**config.mk**
```make
export PLATFORM = sky130hd
export DESIGN_NAME = msf_scan
export DESIGN_NICKNAME = d
export VERILOG_FILES = /design/src/rtl/maximum_suffix_finder_defines.svh /design/src/rtl/msf_pkg.sv /design/src/rtl/msf_scan.sv
export SDC_FILE = /design/constraint.sdc
export NUM_CORES = 1
export LEC_CHECK = 0
export BUFFER_PORTS_ARGS = -buffer_cell sky130_fd_sc_hd__buf_4
export CORE_ASPECT_RATIO = 1.75
export CORE_MARGIN = 1
export CORE_UTILIZATION = 35
export CTS_BUF_LIST = sky130_fd_sc_hd__clkbuf_16
export DETAILED_ROUTE_END_ITERATION = 8
export PLACE_DENSITY = 0.6
export SLEW_MARGIN = 10
export SYNTH_ARGS = -nofsm -noshare
export SYNTH_HDL_FRONTEND = slang
export SYNTH_SLANG_ARGS = --single-unit
```
**constraint.sdc**
```tcl
create_clock -name i_clk -period 19.2 [get_ports i_clk]
set_clock_uncertainty 0.15 [all_clocks]
set_input_delay 0 -clock i_clk [delete_from_list [all_inputs] [get_ports i_clk]]
set_output_delay 0 -clock i_clk [all_outputs]
set_load 0.05 [all_outputs]
```
**src/rtl/maximum_suffix_finder_defines.svh**
```systemverilog
// Assertion macros for the maximum suffix finder
`ifndef MAXIMUM_SUFFIX_FINDER_DEFINES_SVH
`define MAXIMUM_SUFFIX_FINDER_DEFINES_SVH

// same-cycle implication
`define MSF_ASSERT_IMPLY(lbl, clk, rst_n, ante, cons) \
    lbl: assert property (@(posedge clk) disable iff (!rst_n) (ante) |-> (cons)) \
        else $error("same-cycle check failed");

// next-cycle implication
`define MSF_ASSERT_NEXT(lbl, clk, rst_n, ante, cons) \
    lbl: assert property (@(posedge clk) disable iff (!rst_n) (ante) |=> (cons)) \
        else $error("next-cycle check failed");

`endif

```
**src/rtl/msf_pkg.sv**
```systemverilog
package msf_pkg;

    localparam int MAX_LEN = 4096;
    localparam int ADDR_W  = $clog2(MAX_LEN);
    localparam int CNT_W   = $clog2(MAX_LEN + 1);
    localparam int CHAR_W  = 8;

    localparam int START_W = 12;
    localparam int LEN_W   = 13;
    localparam int S_TDATA_W = 8;
    localparam int M_TDATA_W = 32;
    localparam int M_TUSER_W = 1;

    typedef struct packed {
        logic start;
        logic ack;
    } t_scan_ctl;

    typedef struct packed {
        logic busy;
        logic done;
    } t_scan_stat;

endpackage

```
**src/rtl/msf_scan.sv**
```systemverilog
module msf_scan import msf_pkg::*; (
    input  logic              i_clk,
    input  logic              i_rst_n,
    input  t_scan_ctl         i_ctl,
    input  logic [CNT_W-1:0]  i_count,
    output logic              o_rd_en,
    output logic [ADDR_W-1:0] o_rd_addr_a,
    output logic [ADDR_W-1:0] o_rd_addr_b,
    input  logic [CHAR_W-1:0] i_rd_data_a,
    input  logic [CHAR_W-1:0] i_rd_data_b,
    output t_scan_stat        o_stat,
    output logic [ADDR_W-1:0] o_best
);

    typedef enum logic [3:0] {
        SC_IDLE = 4'b0001,
        SC_READ = 4'b0010,
        SC_CMP  = 4'b0100,
        SC_DONE = 4'b1000
    } t_sc_state;

    t_sc_state          r_state, n_state;
    logic [ADDR_W-1:0]  r_best,  n_best;
    logic [CNT_W-1:0]   r_probe, n_probe;
    logic [CNT_W-1:0]   r_off,   n_off;

    logic [CNT_W:0] sum_a;
    logic [CNT_W:0] sum_b;
    logic [CNT_W:0] skip;
    logic [CNT_W:0] best_max;
    logic           more;

    assign sum_a    = {1'b0, CNT_W'(r_best)} + {1'b0, r_off};
    assign sum_b    = {1'b0, r_probe} + {1'b0, r_off};
    assign skip     = sum_a + (CNT_W+1)'(1);
    assign best_max = (skip > {1'b0, r_probe}) ? skip : {1'b0, r_probe};
    assign more     = sum_b < {1'b0, i_count};

    assign o_rd_en     = (r_state == SC_READ) && more;
    assign o_rd_addr_a = sum_a[ADDR_W-1:0];
    assign o_rd_addr_b = sum_b[ADDR_W-1:0];

    always_comb begin
        n_state = r_state;
        n_best  = r_best;
        n_probe = r_probe;
        n_off   = r_off;
        unique case (r_state)
            SC_IDLE: begin
                if (i_ctl.start) begin
                    n_best  = '0;
                    n_probe = CNT_W'(1);
                    n_off   = '0;
                    n_state = SC_READ;
                end
            end
            SC_READ: begin
                n_state = more ? SC_CMP : SC_DONE;
            end
            SC_CMP: begin
                if (i_rd_data_a == i_rd_data_b) begin
                    n_off = r_off + CNT_W'(1);
                end else if (i_rd_data_a < i_rd_data_b) begin
                    n_best  = best_max[ADDR_W-1:0];
                    n_probe = CNT_W'(best_max[ADDR_W-1:0]) + CNT_W'(1);
                    n_off   = '0;
                end else begin
                    n_probe = sum_b[CNT_W-1:0] + CNT_W'(1);
                    n_off   = '0;
                end
                n_state = SC_READ;
            end
            SC_DONE: begin
                if (i_ctl.ack) begin
                    n_state = SC_IDLE;
                end
            end
            default: n_state = SC_IDLE;
        endcase
    end

    always_ff @(posedge i_clk) begin
        if (!i_rst_n) begin
            r_state <= SC_IDLE;
            r_best  <= '0;
            r_probe <= CNT_W'(1);
            r_off   <= '0;
        end else begin
            r_state <= n_state;
            r_best  <= n_best;
            r_probe <= n_probe;
            r_off   <= n_off;
        end
    end

    assign o_stat.busy = (r_state == SC_READ) || (r_state == SC_CMP);
    assign o_stat.done = (r_state == SC_DONE);
    assign o_best      = r_best;

endmodule

```
==> flow_summary.ini, run 1 <==
[status]
status = complete, no violations

[setup_path]
path_delay_family = simple AND/OR/NAND/NOR gates
cp_num_buf_inv = 2
path_common_cell = ha_1
crit_required_ns = 19.23
r2r_slack_ns = 12.30
slowest_stage = or4b_2
critPathKind = reg2reg
reg2reg_from = r_off[0]
worstSetupEndpointType = flip-flop
critPathLaunchType = flip-flop
r2r_cells = 23
cp_max_fo = 11
r2r-end = r_probe[12]
critical_path_arrival_ns = 6.93
path_cells = ha_1 > inv_1 > fa_1 > nand2b_1 > a21oi_2 > xor2_1 > nand4_1 > or4b_2 > and2_1 > ha_1 > nand4_1 > nor4_1 > a31o_2 > o311a_2 > o31ai_4 > mux2i_1 > mux2i_1 > inv_1 > ha_1 > o311ai_0 > or2_2 > o211a_1 > or3_1
cpPeakStageDelay_ns = 0.72

[grt]
grtUsageTotal_pct = 21.2
grt_max_degree = 37
antenna_found_initial = 0
grt_pass1_wl_um = 23500
use_met3_pct = 1.69
met2_usage_pct = 40.8
grt_busiest_layer = met2
grt_use_met1_pct = 22.5
grt_pass1_vias = 4585
grt_overflow = 0

[power]
power_density_nw_per_um2 = 36.3
totalPowerFinal_uw = 205
total_leakage_power_nw = 2.61
ir_worst_vdd_mv = 0.0301

[finish]
final_nets = 779
fillers = 1372
antenna_cells = 0
instances_no_fill = 858
final_layout_size_suffix_gt1_share_pct = 15.8
final_area_um2 = 5650
final_cell_mix = buf_4, ha_1, nand2_1
area_growth_pct = 17.7
layout_commonest_cell = buf_4

[floorplanning]
start_util_pct = 35.9
io_pins = 72
design.core.area_um2 = 13400
dieArea_um2 = 14200
fp.dieH_um = 157
chipWidth_um = 90.5
rows = 56

[clocking]
cts_resized = 0
cts_buffers = 5
cts_sinks = 42
cts_root_buf = clkbuf_16
clockBufferDepth = 2
clkSlewWorstSetupHoldPaths_ns = 0.07
cts_tree = done
h-tree-depth = 2
clock_latency_ns = 0.29

[synthesis]
async_flop_share_pct = 0
synthCells = 619
ys.flop_type = dfxtp_1
ys_seq_elements = 42
syn_nets = 715
synth.avg_cell_area_um2 = 7.75
synth_cell_types = 76
synth-edff-count = 0
yosys_warnings = 0
syn_area_um2 = 4800
ys_seq_area_share_pct = 17.5

[detailed_routing]
drc_errors = 0
drt_iter0_drc = 231
vias = 4854
viasPerCell = 5.66
ant_nets = 0
wl_per_cell_um = 17.7
drt-total-wl_um = 15200
dr.pass1.iters = 4

[sta]
layout_min_cycle_time_ns = 6.90
hold_viol_final = 0
rsz0062_at_grt = no
timing.fmax_ghz = 0.145
worstMarginPinSlew_ns = 0.813
setup_viol = 0
hold_slack_ns = 0.310
slew_viol_final = 0
finalSetupTns_ns = 0
post-route-period-util_pct = 36.0
relSlewSlack_pct = 45.1

[placed_design]
placed_cell_area_um2 = 5470
dp.cells = 846
place_hpwl_um = 12500
portBuffers = 71
gp_congestion = 0.910

[run]
drv_cap = 0

[hold_path]
hold-path-endpoint = r_state[3]
hold_depth = 6
worstHoldStart = i_count[12]
hold_path_class = in2reg
[synthesized netlist by cell type (all sizes together) (8+ instances only)]
cell type	instances	area, um2
o21a	8	60.1
inv	50	188
nor2b	21	131
clkbuf	13	48.8
o21ai	38	201
nor3	12	60.1
a21o	14	105
nand2	57	214
and3	10	62.6
dfxtp	42	841
a211oi	8	85.1
nand2b	9	56.3
nand3	21	105
and2	18	113
a21oi	31	159
nand4	9	62.6
nor2	39	146
xor2	13	121
xnor2	18	158
mux2i	11	114
ha	61	763
a22oi	9	67.6
o211ai	9	67.6
[flip-flops by register name (all words and copies together) (netlist names)]
name,count
r_off,13
r_state,4
r_probe,13
o_best,12
[layout make-up]
cell class                      count  area, um2  area share, %
Sequential cell                    42        841           14.9
Tap cell                          174        218           3.85
Clock buffer                        5        125           2.22
Inverter                           50        188           3.32
Multi-Input combinational cell    507       3670           65.0
Clock inverter                      3       16.3          0.288
Timing Repair Buffer               77        588           10.4
[worst min-delay path, stage by stage]
cell and delay, ns:
buf_4 0.11, inv_1 0.04, ha_1 0.13, nor2_1 0.05, o211a_1 0.21, o21ai_0 0.18
[per-layer routing]
metal | up-vias | wire length (um)
met5 | - | 0
met3 | 26 | 413
met4 | 0 | 673
met1 | 2318 | 6090
li1 | 2389 | -
met2 | 121 | 8010
[report_power, final]
group	switching (mW)	total, mW	internal, mW
Sequential	0.000884	0.0885	0.0876
Clock	0.0388	0.0867	0.0479
Combinational	0.0169	0.0296	0.0127
Total	0.0566	0.205	0.148
[logic make-up (layout without fill, tap and decap cells)]
group,count (synthesis),in the layout,synth area share [%]
AND/OR/NAND/NOR,231,231,25.5
AO/OA/AOI/OAI,168,168,25.4
buffers and inverters,70,135,5.97
adder cells (fa/ha/maj),63,63,16.7
flip-flops,42,42,17.5
XOR/XNOR,31,31,5.81
multiplexers,14,14,3.08
[metrics by stage]
step,util (%),setup slack (ns)
2_1_floorplan,-,12.00
3_3_place_gp,40.8,12.58
3_5_place_dp,40.8,12.36
4_1_cts,42.2,12.33
5_1_grt,42.2,11.78
6_report,42.2,12.30
[how the worst max path moves through the flow]
stage,start,to,slack [ns],depth (start not counted)
floorplan,o_best[0],r_probe[12],12.00,24
global placement,r_off[0],r_probe[12],12.58,23
detailed placement,r_off[0],r_probe[12],12.36,23
CTS,r_off[0],r_probe[12],12.33,23
global route,r_off[0],r_probe[12],11.78,23
finish,r_off[0],r_probe[12],12.30,23
[repair_timing]
action | CTS | global route
hold buffers | 4 | 0
endpoints found under the hold margin | 7 | 0
buffers inserted | 0 | 0
No activity file was read; power rests on OpenSTA's default activity.
==> run 2: changes to the inputs <==
- PLACE_DENSITY: 0.6 -> 0.62
- clock period: 19.2 -> 6 ns (I/O delays scaled with it)
==> flow_summary.ini, run 2 (synthesis gave the netlist of run 1 again) <==
[detailed_routing]
drc_errors = 0
viasPerCell = 5.54
drt-total-wl_um = 16700
drt_iter0_drc = 255
wl_per_cell_um = 18.0
ant_nets = 0
dr.pass1.iters = 5
vias = 5128

[floorplanning]
design.core.area_um2 = 13400
io_pins = 72
start_util_pct = 35.9
chipWidth_um = 90.5
fp.dieH_um = 157
dieArea_um2 = 14200
rows = 56

[sta]
relSlewSlack_pct = 36.6
worstMarginPinSlew_ns = 0.943
slew_viol_final = 0
post-route-period-util_pct = 96.9
hold_viol_final = 0
timing.fmax_ghz = 0.172
layout_min_cycle_time_ns = 5.82
setup_viol = 0

[finish]
instances_no_fill = 925
final_nets = 846
final_layout_size_suffix_gt1_share_pct = 28.4
final_cell_mix = buf_4, nand2_1, ha_1
layout_commonest_cell = buf_4
antenna_cells = 0
area_growth_pct = 34.9
final_area_um2 = 6470

[placed_design]
place_hpwl_um = 13700
dp.cells = 903
portBuffers = 71
placed_cell_area_um2 = 6100
gp_congestion = 0.980

[clocking]
cts_sinks = 42
clock_latency_ns = 0.30
clkSlewWorstSetupHoldPaths_ns = 0.07
cts_tree = done
cts_buffers = 5
cts_root_buf = clkbuf_16
h-tree-depth = 2
clockBufferDepth = 2

[setup_path]
cp_max_fo = 5
r2r_slack_ns = 0.18
crit_required_ns = 6.04
critPathKind = reg2reg
r2r_cells = 22
critical_path_arrival_ns = 5.86
critPathLaunchType = flip-flop
r2r-end = r_probe[11]
reg2reg_from = r_off[0]
worstSetupEndpointType = flip-flop
critPathLaunch = r_off[0]

[run]
drv_cap = 0

[hold_path]
hold_path_class = in2reg
hold-path-endpoint = r_state[3]
hold_depth = 6
worstHoldStart = i_count[12]

[grt]
grtUsageTotal_pct = 23.1
grt_pass1_vias = 4940
antenna_found_initial = 0
grt_pass1_wl_um = 25800
grt_overflow = 0
grt_max_degree = 37

[power]
power_density_nw_per_um2 = 103
total_leakage_power_nw = 3.03
totalPowerFinal_uw = 665
ir_worst_vdd_mv = 0.130

[status]
status = complete, no violations
## run 2: changes by cell type in the layout (fill, tap and decap cells not counted), sizes merged
cell,previous run,this run
buf,73,140
inv,52,51
clkinv,1,2
## run 2: timing repair
item	4_1_cts	5_1_grt
setup endpoints to repair	2	8
resized for setup	1	20
setup buffers	1	9
pin swaps	0	7
endpoints found under the hold margin	10	0
hold buffers	4	0
## run 2: area by class of cell
type	count	area, um2
fill	1288	6910
sequential	42	856
clock inverter	3	18.8
inverter	50	188
multi-input combinational	507	3970
tap	174	218
timing repair buffer	144	1090
clock buffer	5	125
## run 2: worst max-delay path by stage
| stage | endpoint | slack (ns) | cells after the start |
|---|---|---|---|
| 3_3_place_gp | r_probe[12] | 0.08 | 23 |
| 2_1_floorplan | r_probe[11] | -0.05 | 22 |
| 5_1_grt | r_probe[11] | -0.01 | 22 |
| 6_report | r_probe[11] | 0.18 | 22 |
| 4_1_cts | r_probe[12] | 0.007 | 24 |
| 3_5_place_dp | r_probe[11] | -0.002 | 21 |
## run 2: critical path, cell delays in order, from the launching register on
cell and delay (ns):
dfxtp_2 0.36, ha_4 0.16, inv_2 0.04, fa_2 0.38, nand2b_4 0.18, a21o_4 0.23
a41o_1 0.26, xor2_2 0.19, or4b_4 0.57, and2_4 0.18, ha_4 0.26, nand4_1 0.16
nor4_4 0.26, buf_4 0.15, a31o_4 0.11, o311a_4 0.22, buf_4 0.13, o311ai_1 0.13
a31oi_1 0.22, o31ai_2 0.14, or4_4 0.58, or3_1 0.39, a32o_1 0.26
## run 2: where the power goes
group	internal [mW]	switching, mW	total (mW)
Clock	0.155	0.127	0.282
Sequential	0.279	0.00288	0.282
Combinational	0.0448	0.0567	0.102
Total	0.478	0.187	0.665
## run 2: per-stage QoR
stage	setup TNS [ns]	util, %	hold WS [ns]	setup WS, ns
finish	0	48.4	0.290	0.184
global route	-0.0238	48.4	0.340	-0.0126
CTS	0	47.1	0.293	0.00712
detailed placement	-0.00230	45.6	0.0952	-0.00230
global placement	0	45.6	0.0787	0.0761
floorplan	-0.0727	-	-0.0208	-0.0519
## run 2: per-layer routing
metal / wire length, um / GRT usage (%) / vias up
li1: - / - / 2521
met2: 8900 / 45.2 / 135
met1: 6190 / 23.7 / 2431
met3: 538 / 1.93 / 41
met5: 0 / 0 / -
met4: 1040 / 13.0 / 0
==> run 3: changes to the inputs <==
- PLACE_DENSITY: 0.62 -> 0.6
- REMOVE_ABC_BUFFERS: unset -> 1
- clock period: 6 -> 7.53 ns (I/O delays scaled with it)
==> flow_summary.ini, run 3 (synthesis gave the netlist of run 1 again) <==
[status]
status = complete, no violations

[clocking]
cts_tree = done
cts_buffers = 5
cts_root_buf = clkbuf_16
cts_sinks = 42
post_cts_buffers = 0
h-tree-depth = 2
clockBufferDepth = 2
clkSlewWorstSetupHoldPaths_ns = 0.07
clock_latency_ns = 0.29

[sta]
finalSetupTns_ns = 0
setup_viol = 0
hold_viol_final = 0
rsz0062_at_grt = no
relSlewSlack_pct = 32.4
layout_min_cycle_time_ns = 6.92
worstMarginPinSlew_ns = 0.999
slew_viol_final = 0
timing.fmax_ghz = 0.144
post-route-period-util_pct = 91.9

[finish]
layout_commonest_cell = buf_4
area_growth_pct = 17.7
final_cell_mix = buf_4, ha_1, nand2_1
final_layout_size_suffix_gt1_share_pct = 15.8
final_nets = 779
antenna_cells = 0
fin_util_pct = 42.2

[floorplanning]
chipWidth_um = 90.5
dieArea_um2 = 14200
start_util_pct = 35.9
rows = 56
design.core.area_um2 = 13400
io_pins = 72
fp.dieH_um = 157

[setup_path]
critPathLaunchType = flip-flop
worstSetupEndpointType = flip-flop
cp_max_fo = 11
critical_path_arrival_ns = 6.95
path_common_cell = ha_1
path_delay_family = simple AND/OR/NAND/NOR gates
cpPeakStageDelay_ns = 0.71
cp_num_buf_inv = 2
path_cells = ha_1 > inv_1 > fa_1 > nand2b_1 > a21oi_2 > xor2_1 > nand4_1 > or4b_2 > and2_1 > ha_1 > nand4_1 > nor4_1 > a31o_2 > o311a_2 > o31ai_4 > mux2i_1 > mux2i_1 > inv_1 > ha_1 > o311ai_0 > or2_2 > o211a_1 > or3_1
crit_required_ns = 7.56
critPathKind = reg2reg
slowest_stage = or4b_2

[placed_design]
portBuffers = 71
place_hpwl_um = 12700
gp_congestion = 0.936

[detailed_routing]
wl_per_cell_um = 17.9
drc_errors = 0
ant_nets = 0
drt-total-wl_um = 15300
dr.pass1.iters = 5
viasPerCell = 5.60
drt_iter0_drc = 228
vias = 4804

[grt]
grtUsageTotal_pct = 21.8
grt_pass1_wl_um = 24400
grt_max_degree = 37
grt_overflow = 0
grt_pass1_vias = 4734
antenna_found_initial = 0

[hold_path]
hold_path_class = in2reg

[power]
total_leakage_power_nw = 2.61
ir_worst_vdd_mv = 0.0674
power_density_nw_per_um2 = 93.2

[run]
drv_cap = 0
## run 3: cell types whose count changed in the layout (fill, tap and decap cells not counted), sizes merged
cell,previous run,this run
inv,51,52
buf,140,73
clkinv,2,1
## run 3: worst paths after layout
kind / startpoint / endpoint / cells after the start / slack (ns)
max: r_off[0] / r_probe[12] / 23 / 0.61
min: i_count[12] / r_state[3] / 6 / 0.24
max reg2reg: r_off[0] / r_probe[12] / 23 / 0.61
min reg2reg: r_probe[8] / r_probe[8] / 2 / 0.35
## run 3: tightest hold or removal path, cell delays in order
cell	delay, ns
buf_4	0.10
inv_1	0.04
ha_1	0.13
nor2_1	0.04
o211a_1	0.18
o21ai_0	0.16
## run 3: what timing repair did
item                                    4_1_cts  5_1_grt
hold endpoints to repair                      7        0
resized for setup                             0        0
endpoints found under the setup margin        0        0
hold buffers                                  4        0
## run 3: cell type report
type	instances	area (um2)
fill	1385	7730
multi-input combinational	507	3670
sequential	42	841
timing repair buffer	77	588
tap	174	218
inverter	50	188
clock buffer	5	125
clock inverter	3	16.3
## run 3: metrics by stage
stage	worst slack (ns)	cell area [um2]	total power, mW	std cells	hold WS (ns)
6_report	0.609	5650	0.526	858	0.245
5_1_grt	0.192	5650	0.549	858	0.302
4_1_cts	0.637	5650	0.530	858	0.277
3_5_place_dp	0.669	5470	0.305	846	0.0839
3_3_place_gp	0.947	5470	0.304	846	0.0865
2_1_floorplan	0.376	4700	0.273	599	-0.0881
## run 3: where the power goes
group	total (mW)	switching (mW)	leakage, nW	internal (mW)
clock network	0.224	0.101	0.0730	0.122
logic	0.0772	0.0448	2.20	0.0324
registers	0.226	0.00221	0.339	0.223
## run 3: routing by layer
layer / wire, um / track usage (%)
met1: 5950 / 23.2
met2: 8140 / 41.6
met3: 420 / 1.45
met4: 827 / 13.4
met5: 0 / 0
